==> config.mk <==
export PLATFORM = sky130hd
export DESIGN_NAME = ffba_ctrl
export DESIGN_NICKNAME = d
export VERILOG_FILES = /design/src/rtl/core/ffba_pkg.sv /design/src/rtl/core/ffba_ctrl.sv
export SDC_FILE = /design/constraint.sdc
export NUM_CORES = 1
export LEC_CHECK = 0
export BUFFER_PORTS_ARGS = -buffer_cell sky130_fd_sc_hd__buf_2
export CAP_MARGIN = 10
export CORE_MARGIN = 8
export CORE_UTILIZATION = 43
export CTS_CLUSTER_DIAMETER = 60
export CTS_CLUSTER_SIZE = 40
export DETAILED_ROUTE_END_ITERATION = 8
export HOLD_SLACK_MARGIN = 0.1
export PLACE_DENSITY = 0.78
export SLEW_MARGIN = 5
export SYNTH_ARGS = -nofsm -noshare
export SYNTH_HDL_FRONTEND = slang
export SYNTH_SLANG_ARGS = --single-unit
==> constraint.sdc <==
create_clock -name clock -period 2.36 [get_ports clock]
set_clock_uncertainty 0.1 [all_clocks]
set_input_delay 0.236 -clock clock [delete_from_list [all_inputs] [get_ports clock]]
set_output_delay 0.236 -clock clock [all_outputs]
set_load 0.01 [all_outputs]
==> src/rtl/core/ffba_pkg.sv <==
`timescale 1ns / 1ps

package ffba_pkg;

   localparam int ADDR_W   = 48;
   localparam int BYTES_W  = 32;
   localparam int STATUS_W = 2;

   typedef logic [STATUS_W-1:0] status_type;

   localparam status_type ST_OK      = 2'd0;
   localparam status_type ST_ZERO    = 2'd1;
   localparam status_type ST_FULL    = 2'd2;
   localparam status_type ST_OUTSIDE = 2'd3;

   typedef logic [2:0] ptr_op_type;

   localparam ptr_op_type PTR_HOLD  = 3'd0;
   localparam ptr_op_type PTR_ZERO  = 3'd1;
   localparam ptr_op_type PTR_INC   = 3'd2;
   localparam ptr_op_type PTR_START = 3'd3;
   localparam ptr_op_type PTR_QUOT  = 3'd4;

   typedef logic [1:0] wr_op_type;

   localparam wr_op_type WR_NONE = 2'd0;
   localparam wr_op_type WR_ZERO = 2'd1;
   localparam wr_op_type WR_MARK = 2'd2;

   typedef logic [1:0] res_op_type;

   localparam res_op_type RES_HOLD    = 2'd0;
   localparam res_op_type RES_FULL    = 2'd1;
   localparam res_op_type RES_OUTSIDE = 2'd2;
   localparam res_op_type RES_GRANT   = 2'd3;

   typedef struct packed {
      logic       capture;
      ptr_op_type ptr_op;
      wr_op_type  wr_op;
      logic       scan_init;
      logic       scan_step;
      logic       sub;
      logic       div_init;
      logic       div_step;
      res_op_type res_op;
      logic       left_load;
      logic       left_dec;
      logic       load_rsp;
   } cmd_type;

   typedef struct packed {
      logic req_free;
      logic req_zero;
      logic ptr_last;
      logic found;
      logic mark_last;
      logic outside;
      logic len_zero;
      logic left_last;
   } sts_type;

endpackage

==> src/rtl/core/ffba_ctrl.sv <==
`timescale 1ns / 1ps

module ffba_ctrl (
   input  logic              clock,
   input  logic              reset,
   input  logic              req_valid,
   output logic              req_ready,
   output logic              rsp_valid,
   input  logic              rsp_ready,
   input  ffba_pkg::sts_type sts,
   output ffba_pkg::cmd_type cmd
);

   localparam logic [3:0] S_CLEAR = 4'd0;
   localparam logic [3:0] S_IDLE  = 4'd1;
   localparam logic [3:0] S_SCAN  = 4'd2;
   localparam logic [3:0] S_MARK  = 4'd3;
   localparam logic [3:0] S_SUB   = 4'd4;
   localparam logic [3:0] S_CHK   = 4'd5;
   localparam logic [3:0] S_DIV   = 4'd6;
   localparam logic [3:0] S_READ  = 4'd7;
   localparam logic [3:0] S_LEN   = 4'd8;
   localparam logic [3:0] S_FREE  = 4'd9;
   localparam logic [3:0] S_DONE  = 4'd10;

   logic [3:0] state_ff;
   logic [3:0] state_in;
   logic       rsp_valid_ff;
   logic       rsp_valid_in;

   always_comb begin
      state_in = state_ff;
      cmd      = '0;
      case (state_ff)
         S_CLEAR: begin
            cmd.wr_op = ffba_pkg::WR_ZERO;
            if (sts.ptr_last) begin
               cmd.ptr_op = ffba_pkg::PTR_ZERO;
               state_in   = S_IDLE;
            end else begin
               cmd.ptr_op = ffba_pkg::PTR_INC;
            end
         end
         S_IDLE: begin
            if (req_valid) begin
               cmd.capture = 1'b1;
               if (sts.req_free) begin
                  state_in = S_SUB;
               end else if (sts.req_zero) begin
                  state_in = S_DONE;
               end else begin
                  cmd.scan_init = 1'b1;
                  cmd.ptr_op    = ffba_pkg::PTR_ZERO;
                  state_in      = S_SCAN;
               end
            end
         end
         S_SCAN: begin
            cmd.scan_step = 1'b1;
            if (sts.found) begin
               cmd.res_op = ffba_pkg::RES_GRANT;
               cmd.ptr_op = ffba_pkg::PTR_START;
               state_in   = S_MARK;
            end else if (sts.ptr_last) begin
               cmd.res_op = ffba_pkg::RES_FULL;
               state_in   = S_DONE;
            end else begin
               cmd.ptr_op = ffba_pkg::PTR_INC;
            end
         end
         S_MARK: begin
            cmd.wr_op = ffba_pkg::WR_MARK;
            if (sts.mark_last) begin
               state_in = S_DONE;
            end else begin
               cmd.ptr_op = ffba_pkg::PTR_INC;
            end
         end
         S_SUB: begin
            cmd.sub  = 1'b1;
            state_in = S_CHK;
         end
         S_CHK: begin
            if (sts.outside) begin
               cmd.res_op = ffba_pkg::RES_OUTSIDE;
               state_in   = S_DONE;
            end else begin
               cmd.div_init = 1'b1;
               state_in     = S_DIV;
            end
         end
         S_DIV: begin
            cmd.div_step = 1'b1;
            state_in     = S_READ;
         end
         S_READ: begin
            cmd.ptr_op = ffba_pkg::PTR_QUOT;
            state_in   = S_LEN;
         end
         S_LEN: begin
            if (sts.len_zero) begin
               state_in = S_DONE;
            end else begin
               cmd.left_load = 1'b1;
               state_in      = S_FREE;
            end
         end
         S_FREE: begin
            cmd.wr_op    = ffba_pkg::WR_ZERO;
            cmd.left_dec = 1'b1;
            if (sts.left_last || sts.ptr_last) begin
               state_in = S_DONE;
            end else begin
               cmd.ptr_op = ffba_pkg::PTR_INC;
            end
         end
         S_DONE: begin
            if (!rsp_valid_ff || rsp_ready) begin
               cmd.load_rsp = 1'b1;
               state_in     = S_IDLE;
            end
         end
         default: begin
            state_in = S_CLEAR;
         end
      endcase
   end

   assign rsp_valid_in = cmd.load_rsp | (rsp_valid_ff & ~rsp_ready);

   always_ff @(posedge clock) begin
      if (reset) begin
         state_ff     <= S_CLEAR;
         rsp_valid_ff <= 1'b0;
      end else begin
         state_ff     <= state_in;
         rsp_valid_ff <= rsp_valid_in;
      end
   end

   assign req_ready = (state_ff == S_IDLE);
   assign rsp_valid = rsp_valid_ff;

endmodule

==> run summary, run 1 <==
The final hold violation count was 0. The synthesized netlist devotes 25.9% of its cell area to compound gates. The worst path needs 2.10 ns of the cycle, external delays included.

The number of DRC violations after detailed routing came out at 0. Of the total power, registers draw 22.9%. Clock tree synthesis inserted a total of 3 buffers.

The arithmetic-cell share of the synthesized area counting full adders, half adders and majority gates works out to 0%. The first global-routing pass estimated 2.64 mm of wire. For the post-CTS setup repair buffer count, the log shows 0. The proportion of synthesized flip-flops having asynchronous set or reset is 0%. Synthesis inferred 5 register bits. The number of levels the H-tree was split into came out at 1. The kind of launch point of the worst setup path was a register.

The summed negative setup slack over all endpoints was 0 ns. The worst path uses 89.0% of the clock period. The synthesized design contains 0 enable-type register cells. Type of the tightest min-delay check: primary input to register.

The cell count after synthesis was 81. The logs give 0 for the number of maximum-capacitance constraint violations and 2.02 ns for the required time at the endpoint of the critical path. The number of antenna violations at the first check in global routing came out at 0. The largest total area in the synthesized netlist belongs to dfxtp_1. Net count of the finished layout: 122. The clock passes through at most 2 buffers. Once the clock tree was built, the resizer swapped 0 gates to a different size. Based on the critical path, the design can be clocked at up to 476 MHz.

The flow ran to the end, and the final reports show no timing, DRC or antenna violations. The combinational power share is 63.5%, and the via density per instance is 5.38. The clock transition at the registers of the reported paths came out at 0.04 ns.

Of the total power, the clock network draws 13.6%. The die span in y is 52.4 microns. TritonCTS built the clock tree. VDD sags by at most 0.406 mV. Cells with a size suffix above 1 make up 36.7% of the layout.

Once layout is complete, the cells apart from fillers number 124. In the post-synthesis netlist, the cell with the most instances is nor2_1. The total instance count after detailed placement is 120. The mapped netlist covers 569 sq um. For this configuration, the core starts out at a cell density of 44.9%. The synthesized netlist devotes 40.4% of its cell area to simple gates. After synthesis, the most frequently instantiated cells are 14 x nor2_1, 6 x a21oi_1, 6 x nand2_1, 6 x nor3_1, 5 x dfxtp_1. For the clock latency on the worst-skew pair, the log shows 0.24 ns. At the worst endpoint, the arrival time is 1.76 ns. Ranked by total cell area, the synthesized netlist is headed by dfxtp_1 18%, nor2_1 9.2%, a21oi_1 5.3%. Summing the sequential cell areas from Yosys gives 17.6% of the chip area. The detailed router placed 667 vias in this run. Before antenna repair, the detailed router went through 4 iterations. The logs give 0 for the number of hold-repair buffers added at the cts stage and 0.153 ns for the worst hold slack across all endpoints. Relative to the synthesized area, the layout overhead comes to 25.7%. The critical-path maximum fanout came out at 15. The global router's overall resource usage came out at 11.7%. Endpoint type of the worst setup path: an output pin. For this design the total switching power over the nets is 338 uW. The internal power summed over all cells was 370 uW. The average wire per standard cell was 13.0 microns; the final weighted congestion of routability-driven global placement was 0.886. The run gives 0.00127 sq mm as the area of the core. After synthesis, the largest area contributor takes up 17.6% of total cell area. The post-route antenna net violation count was 0; the slew at the pin closest to its max-slew limit was 0.440 ns. 0 antenna diodes ended up in the layout. Entering global routing, the biggest net connects 16 pins. Summed over all layers, the routed wires come to 1.61 mm. The Yosys step of the flow raised 0 warnings. The xor/xnor cell area share of the yosys netlist was 0%; the final HPWL from detailed placement was 1.28 mm. The run gives 624 as the via count of the first global-routing pass.

By area, the combinational part of the netlist is dominated by simple AND/OR/NAND/NOR gates. The detailed router finished its first iteration with 16 violations. The max-slew violation count is 0, and the tightest slew margin relative to the limit is 69.9%. In this run the clock root is driven by a clkbuf_4. Among all flip-flop cells after synthesis, the most frequent one is dfxtp_1. The portion of synthesized area spent on multiplexers is 4.40%.

The netlist uses 31 different library cells. Counting every net in the synthesized netlist gives 93. The final count of negative-setup-slack endpoints is 0, and the count of clock tree sinks is 5.

The tools report the top-level I/O count as 30. Kind of critical path: register to output pin. Measured along the x axis, the die boundary spans 52.4 microns. The count of buffers inserted at the top-level ports is 29, and the average instance area after synthesis is 7.03 sq um.

Net switching is 47.7% of the power. The full die area is 0.00274 sq mm. For this design the static power due to leakage is 0.364 nW. Setup repair after global routing left no endpoint under its margin.

The total overflow left after global routing is 0. The floorplan row count came out at 13. Dividing total power by cell area gives a power density of 988 mW/mm^2.
-- worst paths after layout --
kind / from / to / slack (ns) / cells past startpoint
max reg2reg: state_ff[1]$_SDFFE_PP0P_ / state_ff[0]$_SDFFE_PP0P_ / 0.41 / 5
min reg2reg: rsp_valid$_SDFF_PP0_ / rsp_valid$_SDFF_PP0_ / 0.48 / 2
max: state_ff[2]$_SDFFE_PP0P_ / cmd[12] / 0.26 / 6
min: reset / rsp_valid$_SDFF_PP0_ / 0.15 / 2
-- area by class of cell --
cell class                      count  area (sq um)
Timing Repair Buffer               30           153
Tap cell                           15          18.8
Sequential cell                     5           100
Clock buffer                        4          26.3
Fill cell                         115           553
Multi-Input combinational cell     66           403
Inverter                            4          15.0
-- power by group through the flow --
| stage | Clock, mW | Sequential (mW) | Combinational, mW |
|---|---|---|---|
| 3_5_place_dp | 0 | 0.161 | 0.449 |
| 2_1_floorplan | 0 | 0.119 | 0.402 |
| 3_3_place_gp | 0 | 0.162 | 0.447 |
| 5_1_grt | 0.109 | 0.170 | 0.493 |
| 4_1_cts | 0.101 | 0.161 | 0.451 |
| 6_report | 0.0964 | 0.162 | 0.449 |
-- worst max-delay path, stage by stage, from the launching register on --
cell and delay [ns]:
dfxtp_1 0.58, or2_1 0.30, nor2_1 0.09, nand2_1 0.09, nor3_1 0.05, or2_2 0.28, buf_2 0.14
-- cell usage in the layout, fill, tap and decap left out, types with 2 or more instances in the layout --
cell type  instances
nor2_1            14
a211oi_1           2
nand2b_1           4
clkbuf_4           3
nor4_1             2
a21oi_1            6
inv_1              4
nor3_1             6
nand2_1            6
a21o_1             2
o21ai_0            4
a31oi_1            2
or2_2              3
dfxtp_1            5
buf_2             29
-- per-stage QoR --
stage	area, sq um	utilization, %	power [mW]	worst slack (ns)
5_1_grt	716	56.4	0.771	0.120
6_report	716	56.4	0.707	0.260
2_1_floorplan	569	-	0.521	0.434
3_3_place_gp	689	54.3	0.608	0.422
4_1_cts	716	56.4	0.713	0.246
3_5_place_dp	689	54.3	0.610	0.431
-- sequential cells by signal, summed over array words and instances (netlist names) --
| name | cells |
|---|---|
| state_ff | 4 |
| rsp_valid | 1 |
-- metal layers --
layer / vias up / GRT usage [%] / share of wire, %
met4: 0 / 5.17 / 0
met1: 297 / 15.8 / 49
met2: 27 / 17.6 / 45
met3: 0 / 1.99 / 6.1
li1: 343 / - / -
met5: - / 0 / 0
-- cells by family after synthesis --
logic type / after synthesis
muxes: 2
and+or+nand+nor: 43
AOI/OAI and AO/OA: 21
buffers and inverters: 10
DFF: 5
Power figures use the tool's default switching activity.
==> run 2: changes to the inputs <==
- CORE_AREA: unset -> 8 8 45 47
- CORE_MARGIN: 8 -> unset
- CORE_UTILIZATION: 43 -> unset
- DIE_AREA: unset -> 0 0 53 55
- clock period: 2.36 -> 2.45 ns (I/O delays scaled with it)
==> run summary, run 2 (same netlist as run 1, synthesis figures left out) <==
The run finished with clean final reports. The endpoint type of the worst setup path is an output pin. End of the worst register-to-register path: state_ff[0]$_SDFFE_PP0P_. The worst path arrival time is 1.78 ns, and the delay contributed by the slowest stage of the critical path is 0.58 ns. The critical path goes through or2_1, nor2_1, nand2_1, nor3_1, or2_2, buf_2.

The number of cells on the worst reg-to-reg path was 5; the area of the core was 0.00138 sq mm. Setup violations remaining at the end of the flow were counted as 0. Total CTS buffers: 3. The post-CTS setup repair buffer count came out at 0. The number of gates resized after cts came out at 0.

In this run the critical register-to-register path is launched from state_ff[1]$_SDFFE_PP0P_. The clock latency on the worst-skew pair was 0.24 ns; the fraction of layout instances using a drive strength above 1 was 36.1%. The clock passes through at most 2 buffers. The cell type of the slowest stage on the worst timing path was dfxtp_1.

Peak ir drop on the vdd network: 0.411 mV. The setup check on the worst reg-to-reg path leaves a slack of 0.48 ns. The net count of the finished layout is 121. Leaving out fill and tap cells, the most frequent cell in the layout is buf_2. After legalization and detailed placement, the total HPWL measured 1.35 mm. The summed negative setup slack over all endpoints is 0 ns. The die span in y works out to 55 microns. The register ranked first by flip-flop count is state_ff. The initialized floorplan defines 14 standard-cell rows. The cell class contributing the biggest share of worst-path delay was simple AND/OR/NAND/NOR gates.

The number of DRC violations after detailed routing is 0, and the final weighted congestion of routability-driven global placement is 0.910. The worst hold path terminates at state_ff[1]$_SDFFE_PP0P_. 30 I/O pins were placed. Entering global routing, the biggest net connects 16 pins. TritonCTS built the clock tree.

Number of buffers and inverters on the critical path: 1. For the number of antenna violations at the first check in global routing, the log shows 0. In the finished design, the share of the clock period the worst path needs comes to 86.7%.

The final layout contains routed wiring with a total length of 1.69 mm. Data on the critical path is required at its endpoint by 2.11 ns. Dividing the detail-routed wire length by the instance count gives 13.6 microns.

After clock tree synthesis, the clock-pin slew on the worst setup and hold paths is 0.04 ns. The first routing iteration left 13 violations. Global routing used 12.2% of the available tracks.

The number of diodes added for antenna fixing was 0. The run gives 1 as the number of levels the H-tree was split into. The count of buffers inserted at the top-level ports was 29.

In this run the power density over the cells is 958 mW/mm^2. The worst hold path begins at reset. The maximum clock frequency was 471 MHz. The max-slew violation count was 0; the cell count of the worst hold path was 2. After detailed routing, the number of vias per cell comes to 5.53. The die span in x was 53 microns. For this block, the via count after detailed routing is 686. The shortest clock period the worst path allows after layout works out to 2.12 ns. Summed over all cells, the static leakage comes to 0.359 nW. The wire length of the first global-routing pass is 2.79 mm. For this design, the sink count on the clock tree is 5. For this configuration, the core starts out at a cell density of 41.1%.

The run gives 631 as the via count of the first global-routing pass. The tightest min-delay check is of the primary input to register type. The floorplan step defined a die boundary enclosing 0.00292 sq mm.

The register with the most flip-flops in the layout has 4 of them. The logs give 0 for the number of hold-repair buffers added at the cts stage and 4 for the first-pass detailed-route iteration total. Clock tree synthesis selected as its root buffer the cell clkbuf_4. Global routing finished with a remaining overflow of 0. Kind of launch point of the worst setup path: a register. The top cell types in the final layout, fill and taps aside, are 29 x buf_2, 14 x nor2_1, 6 x nand2_1, 6 x nor3_1, 6 x a21oi_1.

The run gives 0 as the final hold violation count. The tools report the tightest slew margin relative to the limit as 70.7%. Relative to the synthesized area, the layout overhead comes to 24.6%. On the final layout, the worst hold slack is 0.160 ns. In this run the remaining antenna-violating nets after routing total 0. The slew at the pin closest to its max-slew limit was 0.439 ns; the critical-path maximum fanout was 15. Kind of critical path: register to output pin.

Number of maximum-capacitance constraint violations: 0. Setup repair after global routing left no endpoint under its margin.
==> run 2: worst max-delay path by stage <==
stage                                  start                  endpoint  slack [ns]  cells past startpoint
floorplan           state_ff[1]$_SDFFE_PP0P_                   cmd[12]        0.52                      7
global placement    state_ff[1]$_SDFFE_PP0P_  state_ff[0]$_SDFFE_PP0P_        0.50                      5
detailed placement  state_ff[2]$_SDFFE_PP0P_  state_ff[0]$_SDFFE_PP0P_        0.50                      5
CTS                 state_ff[2]$_SDFFE_PP0P_                   cmd[12]        0.32                      6
global route        state_ff[2]$_SDFFE_PP0P_                   cmd[12]        0.23                      6
finish              state_ff[2]$_SDFFE_PP0P_                   cmd[12]        0.33                      6
==> run 2: stage by stage <==
| step | setup slack, ns | utilization, % | cell area, sq um | instances | power (mW) |
|---|---|---|---|---|---|
| floorplan | 0.515 | - | 569 | 81 | 0.502 |
| global placement | 0.503 | 49.4 | 683 | 120 | 0.583 |
| detailed placement | 0.498 | 49.4 | 683 | 120 | 0.585 |
| CTS | 0.318 | 51.3 | 709 | 124 | 0.684 |
| global route | 0.228 | 51.3 | 709 | 124 | 0.743 |
| finish | 0.326 | 51.3 | 709 | 124 | 0.680 |
==> run 2: layer usage <==
| metal | GRT usage, % | vias up | part of all wire, % | wire length [microns] |
|---|---|---|---|---|
| met3 | 2.67 | 0 | 11 | 179 |
| met4 | 3.45 | 0 | 0 | 0 |
| met1 | 15.8 | 309 | 46 | 782 |
| li1 | - | 341 | - | - |
| met5 | 0 | - | 0 | 0 |
| met2 | 19.7 | 36 | 43 | 726 |
==> run 2: area by class of cell <==
class | instances | area (sq um)
clock buffers | 4 | 26.3
well taps | 16 | 20.0
fillers | 143 | 674
multi-input cells | 66 | 403
repair buffers | 29 | 145
inverters | 4 | 15.0
flip-flops and latches | 5 | 100
==> run 2: power by group <==
| group | total, mW | internal, mW | switching (mW) |
|---|---|---|---|
| Sequential | 0.166 | 0.103 | 0.0631 |
| Combinational | 0.421 | 0.183 | 0.238 |
| Clock | 0.0920 | 0.0614 | 0.0306 |
| Total | 0.680 | 0.348 | 0.332 |
==> run 3: changes to the inputs <==
- CORE_AREA: 8 8 45 47 -> unset
- CORE_MARGIN: unset -> 8
- CORE_UTILIZATION: unset -> 35
- DIE_AREA: 0 0 53 55 -> unset
- PLACE_DENSITY: 0.78 -> 0.66
- clock period: 2.45 -> 2.1 ns (I/O delays scaled with it)
==> run summary, run 3 (same netlist as run 1, synthesis figures left out) <==
The flow ran to the end, and the final reports show no timing, DRC or antenna violations. After layout, the design draws a total of 887 uW. The global router's overall resource usage was 11.0%; the area of the core was 0.00152 sq mm. The register with the most flip-flops in the layout has 4 of them. The cell type of the slowest stage on the worst timing path is dfxtp_1. The min-delay analysis places its worst path in the category primary input to register.

30 I/O pins were placed. Measured against its own limit, the worst slew margin works out to 74.7%. After clock tree synthesis, the clock-pin slew on the worst setup and hold paths is 0.05 ns. The count of clock tree sinks was 5; the number of DRC violations after detailed routing was 0.

The cell class contributing the biggest share of worst-path delay is flip-flops. Counting I/O delays and the setup requirement, the final critical path takes 1.96 ns. The tools report the final count of negative-setup-slack endpoints as 0. For this configuration, the core starts out at a cell density of 37.4%. Summed over all cells, the static leakage comes to 0.385 nW. The slew at the pin closest to its max-slew limit came out at 0.369 ns.

The number of maximum-capacitance constraint violations was 0. The kind of critical path is register to output pin. Once layout is complete, the cells apart from fillers number 129. The run gives 10 as the largest net degree at the start of global routing. The HPWL after detailed placement is 1.45 mm. The total instance count after detailed placement is 125, and the maximum buffer depth of the clock tree is 2.

The global-route congestion overflow total is 0. Register ranked first by flip-flop count: state_ff. The first routing iteration left 29 violations. Static timing analysis puts the maximum clock frequency at 510 MHz. Hold repair after CTS inserted 0 buffers. In this run the most critical hold path is launched from reset.

From left edge to right edge, the die measures 56.3 microns. The tools report the endpoint type of the worst setup path as an output pin. The number of buffers and inverters on the critical path is 2. In this run the remaining antenna-violating nets after routing total 0. The filler cells instantiated in the layout total 177.

Setup total negative slack on the finished layout was measured at 0 ns. Data on the critical path is required at its endpoint by 1.79 ns. Number of antenna violations at the first check in global routing: 0. The run gives 0.851 as the final weighted congestion of routability-driven global placement. The area taken by flip-flops and latches is 101 sq um. The kind of launch point of the worst setup path is a register.

The signal on the critical path passes through nand2b_2, nor3_1, a31oi_1, buf_4, nand2_1, buf_2. The worst hold slack across all endpoints came out at 0.110 ns. TritonCTS built the clock tree. Summing all multi-input logic gate instances after layout gives 408 sq um. Compared with the post-synthesis result, the final layout area differs by 32.3%. The number of antenna diodes in the final layout is 0. The count of buffers inserted at the top-level ports works out to 29. The cell sitting at the root of the clock tree is a clkbuf_4. Fraction of layout instances using a drive strength above 1: 41.6%. The share of the cycle needed by the critical path after routing came out at 93.4%. In the layout the commonest cells are 29 x buf_2, 14 x nor2_1, 6 x nand2_1, 6 x nor3_1, 6 x a21oi_1. The tools report the number of levels the H-tree was split into as 1.

Power spread over the standard cell area amounts to 1180 mW/mm^2. The first global-routing pass estimated 2.99 mm of wire. The net count of the finished layout was 126; the final routed wirelength across all metal layers was 1.86 mm. The tools report the via count of the first global-routing pass as 680. The library cell used most frequently in the layout, excluding fill and tap cells, is buf_2. The critical path starts at state_ff[3]$_SDFFE_PP0P_. In the post-route analysis, the smallest setup slack over all paths is 0.139 ns.

The floorplan step defined a die boundary enclosing 0.00317 sq mm. Reg-to-reg critical path startpoint: state_ff[2]$_SDFFE_PP0P_. The max-slew violation count came out at 0. The clock reaches the later pin of the worst-skew pair after 0.24 ns.

The final hold violation count is 0. The first TritonRoute pass finished after 4 iterations. The average wire per standard cell is 14.4 microns, and the peak ir drop on the vdd network is 0.493 mV.

The total number of vias was 706; the via density per instance was 5.47. Along the worst path, the maximum fanout reaches 9. Data on the critical path arrives at its endpoint at 1.65 ns.

At the placement stage, the worst setup path has a slack of 0.190 ns. For this run, the slowest stage of the critical path takes 0.49 ns. Clock tree synthesis inserted a total of 3 buffers. In this run the vertical extent of the chip is 56.3 microns.

Setup repair after global routing left no endpoint under its margin. After floorplanning, the core was divided into 14 placement rows.
## run 3: cell count changes in the layout (fill, tap and decap cells not counted), sizes merged
cell and change:
buf +5
## run 3: power breakdown
part	switching [mW]	leakage, nW	internal (mW)
sequential	0.0563	0.0412	0.122
combinational	0.323	0.329	0.270
clock	0.0438	0.0150	0.0721
## run 3: worst paths after layout
check | slack (ns) | to | cells after the start
worst min-delay path | 0.11 | rsp_valid$_SDFF_PP0_ | 2
worst min register to register | 0.46 | rsp_valid$_SDFF_PP0_ | 2
worst max register to register | 0.25 | state_ff[0]$_SDFFE_PP0P_ | 5
worst max-delay path | 0.14 | cmd[13] | 6
## run 3: what timing repair did
item | 4_1_cts | 5_1_grt
resized for setup | 0 | 3
buffers inserted | 0 | 0
setup endpoints to repair | 0 | 2
endpoints found under the hold margin | 0 | 0
## run 3: layout make-up
class                   count  area share (%)
flip-flops and latches      5            13.5
inverters                   4            1.99
repair buffers             34            24.3
multi-input cells          66            54.2
well taps                  16            2.66
clock buffers               4            3.49
## run 3: metal layers
layer	GRT usage, %	vias to the layer above	wire (microns)
met1	13.1	323	839
met3	3.60	0	135
met4	4.12	0	0
li1	-	352	-
met5	0	-	0
met2	17.9	31	883
## run 3: per-stage QoR
step	util, %	instance area, sq um
4_1_cts	49.0	747
5_1_grt	49.4	753
3_3_place_gp	47.3	721
6_report	49.4	753
3_5_place_dp	47.3	721
2_1_floorplan	-	569
